--- config.mk ---
export PLATFORM = sky130hd
export DESIGN_NAME = izhikevich_neuron_step_core
export DESIGN_NICKNAME = d
export VERILOG_FILES = /design/src/sv/izh_pkg.sv /design/src/sv/izh_ctrl.sv /design/src/sv/izh_dp.sv /design/src/sv/izhikevich_neuron_step_core.sv
export SDC_FILE = /design/constraint.sdc
export NUM_CORES = 2
export LEC_CHECK = 0
export BUFFER_PORTS_ARGS = -buffer_cell sky130_fd_sc_hd__buf_4
export CAP_MARGIN = 40
export CORE_MARGIN = 3
export CORE_UTILIZATION = 45
export DETAILED_ROUTE_END_ITERATION = 8
export PLACE_DENSITY = 0.74
export SLEW_MARGIN = 25
export SYNTH_ARGS = -nofsm -noshare
export SYNTH_HDL_FRONTEND = slang
export SYNTH_HIERARCHICAL = 1
export SYNTH_SLANG_ARGS = --single-unit
export TNS_END_PERCENT = 100
--- constraint.sdc ---
create_clock -name clk -period 11.2 [get_ports clk]
set_input_delay 2.24 -clock clk [delete_from_list [all_inputs] [get_ports clk]]
set_output_delay 2.24 -clock clk [all_outputs]
set_load 0.01 [all_outputs]
--- src/sv/izh_pkg.sv ---
// shared types, register codes, reset values and saturating arithmetic
// for the izhikevich neuron step core; no dependencies
package izh_pkg;

  localparam int DataW = 32;
  localparam int ProdW = 64;
  localparam int RegIdxW = 3;

  // register indexes on the configuration port
  localparam logic [RegIdxW-1:0] REG_RECOVERY_RATE     = 3'd0;
  localparam logic [RegIdxW-1:0] REG_RECOVERY_GAIN     = 3'd1;
  localparam logic [RegIdxW-1:0] REG_RESET_VOLTAGE     = 3'd2;
  localparam logic [RegIdxW-1:0] REG_RECOVERY_JUMP     = 3'd3;
  localparam logic [RegIdxW-1:0] REG_QUADRATIC_GAIN    = 3'd4;
  localparam logic [RegIdxW-1:0] REG_REST_VOLTAGE      = 3'd5;
  localparam logic [RegIdxW-1:0] REG_THRESHOLD_VOLTAGE = 3'd6;
  localparam logic [RegIdxW-1:0] REG_PEAK_VOLTAGE      = 3'd7;

  // reset values, q16.16
  localparam logic signed [DataW-1:0] RST_RECOVERY_RATE     = 32'sd655;
  localparam logic signed [DataW-1:0] RST_RECOVERY_GAIN     = 32'sd3277;
  localparam logic signed [DataW-1:0] RST_RESET_VOLTAGE     = -32'sd3932160;
  localparam logic signed [DataW-1:0] RST_RECOVERY_JUMP     = 32'sd262144;
  localparam logic signed [DataW-1:0] RST_QUADRATIC_GAIN    = 32'sd1966;
  localparam logic signed [DataW-1:0] RST_REST_VOLTAGE      = -32'sd3932160;
  localparam logic signed [DataW-1:0] RST_THRESHOLD_VOLTAGE = -32'sd3276800;
  localparam logic signed [DataW-1:0] RST_PEAK_VOLTAGE      = 32'sd3276800;

  // input kind on tuser
  localparam logic ACT_ADVANCE = 1'b0;
  localparam logic ACT_INIT    = 1'b1;

  // multiplier operand pairs
  localparam logic [1:0] MSEL_K_D1 = 2'd0;
  localparam logic [1:0] MSEL_Q_D2 = 2'd1;
  localparam logic [1:0] MSEL_B_E  = 2'd2;
  localparam logic [1:0] MSEL_A_H  = 2'd3;

  typedef struct packed {
    logic       load;
    logic       mul;
    logic [1:0] mul_sel;
    logic       rnd;
    logic       vn;
    logic       fin;
  } izh_cmd_t;

  localparam logic signed [DataW-1:0] SAT_MAX = 32'sh7fffffff;
  localparam logic signed [DataW-1:0] SAT_MIN = 32'sh80000000;

  function automatic logic signed [DataW-1:0] sadd(input logic signed [DataW-1:0] x,
                                                   input logic signed [DataW-1:0] y);
    logic signed [DataW:0] s;
    s = {x[DataW-1], x} + {y[DataW-1], y};
    if (s[DataW] != s[DataW-1]) return s[DataW] ? SAT_MIN : SAT_MAX;
    return s[DataW-1:0];
  endfunction

  function automatic logic signed [DataW-1:0] ssub(input logic signed [DataW-1:0] x,
                                                   input logic signed [DataW-1:0] y);
    logic signed [DataW:0] s;
    s = {x[DataW-1], x} - {y[DataW-1], y};
    if (s[DataW] != s[DataW-1]) return s[DataW] ? SAT_MIN : SAT_MAX;
    return s[DataW-1:0];
  endfunction

  // round half up to q16.16 and saturate
  function automatic logic signed [DataW-1:0] qround(input logic signed [ProdW-1:0] p);
    logic signed [ProdW-1:0] s;
    logic [ProdW-1:47] top;
    s = p + 64'sd32768;
    top = s[ProdW-1:47];
    if (top != '0 && top != '1) return s[ProdW-1] ? SAT_MIN : SAT_MAX;
    return s[47:16];
  endfunction

endpackage

--- src/sv/izh_ctrl.sv ---
// sequencer for the neuron step: input and output handshakes and
// datapath commands; depends on izh_pkg
module izh_ctrl import izh_pkg::*; (
  input  logic     clk,
  input  logic     rst,
  input  logic     s_tvalid,
  output logic     s_tready,
  input  logic     s_act,
  output logic     m_tvalid,
  input  logic     m_tready,
  output izh_cmd_t cmd
);

  localparam logic [3:0] ST_IDLE = 4'd0;
  localparam logic [3:0] ST_M1   = 4'd1;
  localparam logic [3:0] ST_R1   = 4'd2;
  localparam logic [3:0] ST_M2   = 4'd3;
  localparam logic [3:0] ST_R2   = 4'd4;
  localparam logic [3:0] ST_VN   = 4'd5;
  localparam logic [3:0] ST_M3   = 4'd6;
  localparam logic [3:0] ST_R3   = 4'd7;
  localparam logic [3:0] ST_M4   = 4'd8;
  localparam logic [3:0] ST_R4   = 4'd9;
  localparam logic [3:0] ST_DONE = 4'd10;

  logic [3:0] state, state_next;
  logic       out_valid, out_valid_next;
  logic       slot_free;

  assign s_tready  = (state == ST_IDLE);
  assign m_tvalid  = out_valid;
  assign slot_free = !out_valid || m_tready;

  always_comb begin
    state_next  = state;
    cmd         = '0;
    cmd.mul_sel = MSEL_K_D1;
    case (state)
      ST_IDLE: begin
        if (s_tvalid) begin
          cmd.load   = 1'b1;
          state_next = (s_act == ACT_INIT) ? ST_DONE : ST_M1;
        end
      end
      ST_M1: begin
        cmd.mul = 1'b1; cmd.mul_sel = MSEL_K_D1; state_next = ST_R1;
      end
      ST_R1: begin
        cmd.rnd = 1'b1; state_next = ST_M2;
      end
      ST_M2: begin
        cmd.mul = 1'b1; cmd.mul_sel = MSEL_Q_D2; state_next = ST_R2;
      end
      ST_R2: begin
        cmd.rnd = 1'b1; state_next = ST_VN;
      end
      ST_VN: begin
        cmd.vn = 1'b1; state_next = ST_M3;
      end
      ST_M3: begin
        cmd.mul = 1'b1; cmd.mul_sel = MSEL_B_E; state_next = ST_R3;
      end
      ST_R3: begin
        cmd.rnd = 1'b1; state_next = ST_M4;
      end
      ST_M4: begin
        cmd.mul = 1'b1; cmd.mul_sel = MSEL_A_H; state_next = ST_R4;
      end
      ST_R4: begin
        cmd.rnd = 1'b1; state_next = ST_DONE;
      end
      ST_DONE: begin
        if (slot_free) begin
          cmd.fin    = 1'b1;
          state_next = ST_IDLE;
        end
      end
      default: state_next = ST_IDLE;
    endcase
  end

  always_comb begin
    out_valid_next = out_valid;
    if (cmd.fin) out_valid_next = 1'b1;
    else if (m_tready) out_valid_next = 1'b0;
  end

  always_ff @(posedge clk) begin
    if (rst) begin
      state     <= ST_IDLE;
      out_valid <= 1'b0;
    end else begin
      state     <= state_next;
      out_valid <= out_valid_next;
    end
  end

endmodule

--- src/sv/izh_dp.sv ---
// datapath: configuration registers, neuron state, one shared 32x32
// multiplier with rounding stage, result register; depends on izh_pkg
module izh_dp import izh_pkg::*; (
  input  logic                      clk,
  input  logic                      rst,
  input  logic                      cfg_we,
  input  logic [RegIdxW-1:0]        cfg_index,
  input  logic [DataW-1:0]          cfg_data,
  input  izh_cmd_t                  cmd,
  input  logic                      in_act,
  input  logic signed [DataW-1:0]   in_cur,
  output logic                      out_spike,
  output logic signed [DataW-1:0]   out_v,
  output logic signed [DataW-1:0]   out_u
);

  logic signed [DataW-1:0] r_a, r_b, r_c, r_d, r_k, r_vr, r_vth, r_vp;
  logic signed [DataW-1:0] volt, recov;
  logic                    act;
  logic signed [DataW-1:0] cur, d1, d2, qr, vn;
  logic signed [ProdW-1:0] prod;
  logic signed [DataW-1:0] op_a, op_b;
  logic signed [DataW-1:0] un, un_jump;
  logic                    fire;

  always_ff @(posedge clk) begin
    if (rst) begin
      r_a   <= RST_RECOVERY_RATE;
      r_b   <= RST_RECOVERY_GAIN;
      r_c   <= RST_RESET_VOLTAGE;
      r_d   <= RST_RECOVERY_JUMP;
      r_k   <= RST_QUADRATIC_GAIN;
      r_vr  <= RST_REST_VOLTAGE;
      r_vth <= RST_THRESHOLD_VOLTAGE;
      r_vp  <= RST_PEAK_VOLTAGE;
    end else if (cfg_we) begin
      case (cfg_index)
        REG_RECOVERY_RATE:     r_a   <= cfg_data;
        REG_RECOVERY_GAIN:     r_b   <= cfg_data;
        REG_RESET_VOLTAGE:     r_c   <= cfg_data;
        REG_RECOVERY_JUMP:     r_d   <= cfg_data;
        REG_QUADRATIC_GAIN:    r_k   <= cfg_data;
        REG_REST_VOLTAGE:      r_vr  <= cfg_data;
        REG_THRESHOLD_VOLTAGE: r_vth <= cfg_data;
        REG_PEAK_VOLTAGE:      r_vp  <= cfg_data;
        default: ;
      endcase
    end
  end

  // operand select for the shared multiplier
  always_comb begin
    case (cmd.mul_sel)
      MSEL_K_D1: begin op_a = r_k; op_b = d1; end
      MSEL_Q_D2: begin op_a = qr;  op_b = d2; end
      MSEL_B_E:  begin op_a = r_b; op_b = ssub(vn, r_vr); end
      MSEL_A_H:  begin op_a = r_a; op_b = ssub(qr, recov); end
      default:   begin op_a = r_k; op_b = d1; end
    endcase
  end

  assign un      = sadd(recov, qr);
  assign un_jump = sadd(un, r_d);
  assign fire    = (vn > r_vp);

  always_ff @(posedge clk) begin
    if (cmd.load) begin
      act <= in_act;
      cur <= in_cur;
      d1  <= ssub(volt, r_vr);
      d2  <= ssub(volt, r_vth);
    end
    if (cmd.mul) prod <= op_a * op_b;
    if (cmd.rnd) qr <= qround(prod);
    if (cmd.vn) vn <= sadd(volt, sadd(ssub(qr, recov), cur));
  end

  always_ff @(posedge clk) begin
    if (rst) begin
      volt  <= RST_REST_VOLTAGE;
      recov <= '0;
    end else if (cmd.fin) begin
      if (act == ACT_INIT) begin
        volt  <= r_vr;
        recov <= '0;
      end else if (fire) begin
        volt  <= r_c;
        recov <= un_jump;
      end else begin
        volt  <= vn;
        recov <= un;
      end
    end
  end

  always_ff @(posedge clk) begin
    if (cmd.fin) begin
      if (act == ACT_INIT) begin
        out_spike <= 1'b0;
        out_v     <= r_vr;
        out_u     <= '0;
      end else begin
        out_spike <= fire;
        out_v     <= fire ? r_c : vn;
        out_u     <= fire ? un_jump : un;
      end
    end
  end

endmodule

--- src/sv/izhikevich_neuron_step_core.sv ---
// izhikevich neuron step core: one euler step of v and u per advance input;
// an initialize input sets v to rest voltage and u = 0 without any products;
// for advance the sequencer runs four dependent products through one shared 32x32
// multiplier, each followed by a rounding step, so one item is in work at a time
// and a new input is taken only once the last result is in the output register
// rst (synchronous) restores register defaults, v = rest voltage, u = 0
module izhikevich_neuron_step_core import izh_pkg::*; (
  input  logic                clk,
  input  logic                rst,
  // configuration write port
  input  logic                cfg_we,
  input  logic [RegIdxW-1:0]  cfg_index,
  input  logic [DataW-1:0]    cfg_data,
  // input stream
  input  logic                s_tvalid,
  output logic                s_tready,
  input  logic [31:0]         s_tdata,   // [31:0] drive_current
  input  logic                s_tuser,   // [0] action
  // result stream
  output logic                m_tvalid,
  input  logic                m_tready,
  output logic [63:0]         m_tdata,   // [31:0] membrane_voltage, [63:32] recovery_level
  output logic                m_tuser    // [0] spike
);

  izh_cmd_t                cmd;
  logic signed [DataW-1:0] out_v, out_u;

  // controller: handshakes and step sequence
  izh_ctrl u_ctrl (
    .clk      (clk),
    .rst      (rst),
    .s_tvalid (s_tvalid),
    .s_tready (s_tready),
    .s_act    (s_tuser),
    .m_tvalid (m_tvalid),
    .m_tready (m_tready),
    .cmd      (cmd)
  );

  // datapath: state, shared multiplier, result register
  izh_dp u_dp (
    .clk       (clk),
    .rst       (rst),
    .cfg_we    (cfg_we),
    .cfg_index (cfg_index),
    .cfg_data  (cfg_data),
    .cmd       (cmd),
    .in_act    (s_tuser),
    .in_cur    ($signed(s_tdata)),
    .out_spike (m_tuser),
    .out_v     (out_v),
    .out_u     (out_u)
  );

  // pack result fields, first field lowest
  assign m_tdata = {out_u, out_v};

endmodule
# Word level (Yosys, flattened, before mapping)
# Cells that the tools add are included.
# classes
mux	66
n_eq_ne	31
order_cmp	1
addsub	9
mul	1
n_reduce_logical	18
# op_table
op	n
32-bit 2-to-1 mux	34
32-bit case mux with 4 select lines	2
32-bit by 32-bit adder with 33-bit output	4
32-bit by 32-bit subtractor with 33-bit output	4
64-bit by 17-bit adder with 64-bit output (second input constant)	1
32-bit by 32-bit multiplier with 64-bit output	1
4-bit case mux with 11 select lines	1
32-bit greater-than comparator	1
1-bit 2-to-1 mux	25
2-bit AND reduction	9
17-bit inequality test (second input constant)	1
17-bit nonzero test	1
4-bit by 3-bit == test with 1-bit output (second input constant)	4
3-bit == test (second input constant)	4
4-bit == test (second input constant)	3
4-bit 2-to-1 mux	3
3-bit case mux with 4 select lines	1
4-bit by 2-bit == test with 1-bit output (second input constant)	2
1-bit inequality test	8
3-bit by 2-bit == test with 1-bit output (second input constant)	2
2-bit == test (second input constant)	2
4-bit by 1-bit == test with 1-bit output (second input constant)	1
4-bit logical NOT	1
4-bit OR reduction	1
10 further kinds	10
# word_totals
elab_cells	148
output_inout_bits	67
in_bits	73
regBits	615

# Logic depth before layout (Yosys ltp)
# depth
depth_word	17
depth_mapped	52
ltp_nobuf	47

# Cells and area by module
# Netlist, hierarchy kept.
# modules_own_cells
mod	area_per_inst_um2	instances	seq_area_each_um2	cells_each
izh_dp	74838.0	1	14664.1	8517
izh_ctrl	372.9	1	100.1	53

# Least setup slack after synthesis
# Ideal clock, no wire load.
# synth_timing
kind	register -> register
start	reg u_dp.r_vr[1]
end	reg u_dp.prod[46] (data pin)
required_ns	11.026
n_path_buf	4
path_slack_ns	-0.476
setup_ns	0.174
path_stages_with_launch	46
t_arrival_ns	11.502
synth_period_minus_slack_ns	11.676
path_cell_list	dfxtp_1 -> inv_1 -> ha_1 -> nor2b_1 -> o21a_1 -> o21ai_0 -> a21oi_1 -> o31a_1 -> o211ai_1 -> nand2_1 -> a311oi_1 -> o31ai_1 -> a21oi_1 -> xnor2_1 -> ha_1 -> clkbuf_1 -> inv_1 -> clkbuf_1 -> [10 not listed] -> inv_1 -> fa_1 -> inv_1 -> fa_1 -> inv_1 -> fa_1 -> fa_1 -> ha_1 -> clkbuf_1 -> nand4_1 -> or3_1 -> or3_1 -> nor4_1 -> a2111o_1 -> a21oi_1 -> or2_2 -> or3_1 -> a311oi_1
# synth_via
elab_chain_cells	7
word_cells_on_any_way	9
cone_classes	add/sub (1); mul (1); eq/ne (1); mux (6)
# synth_lines
element	line	rtl
start, declared	izh_dp.sv:17	logic signed [DataW-1:0] r_a, r_b, r_c, r_d, r_k, r_vr, r_vth, r_vp;
start signal, assigned	izh_dp.sv:43	REG_REST_VOLTAGE: r_vr <= cfg_data;
32-bit by 32-bit subtractor with 33-bit output (*)	izh_pkg.sv:62	s = {x[DataW-1], x} - {y[DataW-1], y};
1-bit inequality test	izh_pkg.sv:63	if (s[DataW] != s[DataW-1]) return s[DataW] ? SAT_MIN : SAT_MAX;
1-bit 2-to-1 mux	izh_pkg.sv:63	
1-bit 2-to-1 mux	izh_dp.sv:53	case (cmd.mul_sel)
32-bit 2-to-1 mux (*)	izh_pkg.sv:64	return s[DataW-1:0];
32-bit case mux with 4 select lines (*)	izh_dp.sv:53	
32-bit by 32-bit multiplier with 64-bit output (*)	izh_dp.sv:73	if (cmd.mul) prod <= op_a * op_b;
end signal, assigned	izh_dp.sv:73	
end, declared	izh_dp.sv:21	logic signed [ProdW-1:0] prod;
# Mark *: on every way between the ends. The rest lies on a longest branch, timed or not. The select of a mux whose other input is x is not followed.
# A chain may end at the register's enable or synchronous reset.

# Worst setup path in the final report
# layout_timing
start	reg u_dp.vn[1]
end	reg u_dp.prod[57] (data pin)
# layout_via
elab_chain_cells	7
word_cells_on_any_way	9
cone_classes	add/sub (1); mul (1); eq/ne (1); mux (6)
# layout_lines
element	line	rtl
start, declared	izh_dp.sv:20	logic signed [DataW-1:0] cur, d1, d2, qr, vn;
start signal, assigned	izh_dp.sv:75	if (cmd.vn) vn <= sadd(volt, sadd(ssub(qr, recov), cur));
32-bit by 32-bit subtractor with 33-bit output (*)	izh_pkg.sv:62	
1-bit inequality test	izh_pkg.sv:63	
1-bit 2-to-1 mux	izh_pkg.sv:63	
1-bit 2-to-1 mux	izh_dp.sv:53	
32-bit 2-to-1 mux (*)	izh_pkg.sv:64	
32-bit case mux with 4 select lines (*)	izh_dp.sv:53	
32-bit by 32-bit multiplier with 64-bit output (*)	izh_dp.sv:73	
# Marks and branches as above.

==> reports/results.tsv <==
stage	metric	value	unit
grt	first-pass GRT wire length	440000	µm
synthesis	top cells by area, synth	fa_1, edfxtp_1, dfxtp_1	
layout	Reg area	14800	µm²
detailed_routing	average routed wire per standard cell	25.5	µm
synthesis	register area share after synthesis	19.6	%
layout	area of the multi-input gates	55900	µm²
clocking	CTS H-tree depth	3	
hold_path	Hold Crit Start	u_dp/r_a[10]	
timing	Final Max Tran Viols	0	
setup_path	r2r endpoint	u_dp/prod[57]	
timing	Final WS setup	-0.400	ns
detailed_routing	Pre-antenna DRT Iters	9	
hold_path	hold endpoint	u_dp/r_a[10]	
synthesis	Synth area leader	fa_1	
layout	fin util	55.3	%
synthesis	Primary FF master, synth	dfxtp_1	
clocking	TritonCTS clock tree	yes	
detailed_routing	ANT nets after route	0	
layout	filler instances	14760	
setup_path	Worst EP arrival	12.00	ns
run_status	outcome	finished with violations	
setup_path	Worst path most repeated cell	fa_1	
synthesis	most numerous cell in the Yosys netlist	inv_1	
timing	Slew HR	34.9	%
setup_path	CP Max Fanout	8	
layout	Reg with most FFs	u_dp/prod	
synthesis	flops & latches, synth	600	
floorplanning	Die H	415	µm
timing	final setup vio count	26	
clocking	Max Buffers Root-to-Sink	3	
floorplanning	total core area	166000	µm²
detailed_routing	DR vias/cell	5.84	
synthesis	Yosys cell types	112	
synthesis	Yosys warning count	6	
layout	Post-layout nets	11138	
timing	crit share post-route	104	%
timing	clock skew	0.0671	ns
layout	share of layout cells above drive strength 1	19.8	%
setup_path	Req. time, crit path	11.60	ns
clocking	clk slew on worst S/H paths	0.06	ns
synthesis	synthesized area	75200	µm²
grt	Remaining Overflow, GRT	0	
setup_path	Max stage delay on crit path	0.57	ns
synthesis	Post-synth ARST share	0	%
placed_design	PortBufs	139	
timing	crit path time final	11.60	ns
floorplanning	num ports	140	
setup_path	r2r setup slk	-0.40	ns
hold_path	Min-Delay Path Depth	2	
timing	Worst Tran Pin Value	0.970	ns
detailed_routing	Starting DRT DRC Count	8414	
floorplanning	initial core utilization	45.4	%
layout	cell area after layout	91600	µm²
detailed_routing	Vias	68665	
timing	maximum clock rate	86.2	MHz
floorplanning	die area	172000	µm²
placed_design	area post-placement	86200	µm²
hold_path	Hold WC Path Type	flip-flop to flip-flop	
setup_path	launch point of the worst path	u_dp/vn[1]	
synthesis	EDFF count, synth	275	
synthesis	synthesized instance count	8570	
setup_path	CP Capture Type	flip-flop	
grt	GRT Total Usage	34.2	%
setup_path	Slowest cell on crit path	fa_1	
synthesis	Mean Syn Cell Area	8.78	µm²
setup_path	crit path kind	flip-flop to flip-flop	
clocking	CTS Root Cell	clkbuf_16	
setup_path	Startpoint Class	flip-flop	
timing	Setup TNS Final	-7.33	ns
grt	initial antenna violation count	11	
placed_design	post-detail-place hpwl	240000	µm
timing	RSZ-0062 raised after global routing	true	
detailed_routing	DRC viols	0	
setup_path	worst r2r path cells	48	
clocking	clk_lat worst skew	0.72	ns
clocking	total CTS buffers	70	
timing	final hold vios	0	
floorplanning	row count	149	
clocking	Sink Count	600	
run_status	failing checks	setup timing	
floorplanning	Chip Width	415	µm
setup_path	RR Startpoint	u_dp/vn[1]	
run	max-cap violations	0	
detailed_routing	final WL	300000	µm
grt	vias in the first global route	68335	
synthesis	syn_nets	10205	
placed_design	routability cong.	1.07	
layout	Largest register FFs	49	
synthesis	top cells by count, synth	inv_1, nand2_1, fa_1	
grt	largest net degree at the start of global routing	107	
synthesis	share of the synthesized area in the top cell type	29.0	%
layout	area grow syn2layout	21.8	%
[placed cells by master (no fill, tap or decap), types with 155 or more instances in the layout]
master,instances
a21o_1,155
a21oi_1,530
buf_4,1160
dfxtp_1,323
edfxtp_1,275
fa_1,1048
ha_1,446
inv_1,1234
nand2_1,1192
nor2_1,711
o21ai_0,260
xnor2_1,191
[how the worst max path moves through the flow]
stage	endpoint	cells after the start	slack, ns
floorplan	u_dp/prod[61]	44	0.004
global placement	u_dp/prod[62]	43	-1.07
detailed placement	u_dp/prod[62]	45	-0.96
CTS	u_dp/prod[62]	46	-0.26
global route	u_dp/prod[57]	48	-0.75
finish	u_dp/prod[57]	48	-0.40
[layout make-up]
cell class / count / area share [%]
repair buffers: 1306 / 12.0
clock buffers: 94 / 2.18
inverters: 1256 / 5.16
flip-flops and latches: 600 / 16.1
diodes: 9 / 0.0246
multi-input cells: 6269 / 61.0
well taps: 2189 / 2.99
clock inverters: 31 / 0.452
[worst max-delay path, delay by kind of cell, from the launching register on]
kind	cells	cell delay [ns]
compound gates	16	3.36
xor+xnor	2	0.34
fa+ha+maj	11	4.83
buf+inv	10	1.32
flops	1	0.39
simple gates	9	0.99
[metrics by stage]
stage	setup slack [ns]	hold slack, ns	std cells
finish	-0.400	0.452	11754
global route	-0.749	0.468	11748
detailed placement	-0.963	0.446	11520
global placement	-1.07	0.438	11500
floorplan	0.00430	0.433	8570
CTS	-0.262	0.455	11680
[per-layer routing]
metal / wire length (µm) / GRT usage, %
met1: 115000 / 45.0
met2: 125000 / 49.8
met3: 38500 / 11.0
met4: 21500 / 19.0
met5: 159 / 0.139
[kinds of logic after synthesis]
logic type                 count (synthesis)  synth area share [%]
adders and majority gates               1605                  37.4
muxes                                    127                  1.76
AOI/OAI and AO/OA                       1591                  13.4
and+or+nand+nor                         2634                  15.4
DFF                                      600                  19.6
xor gates and xnor gates                 312                  3.68
buffers and inverters                   1701                  8.75
[repair_timing]
item	4_1_cts	5_1_grt
resized for setup	173	270
hold buffers	0	0
setup buffers	37	50
gates cloned	1	2
setup endpoints to repair	76	76
pin swaps	65	103
Power is not shown: default switching activity piles up to over one toggle a cycle in this logic, so the estimate is an artifact.
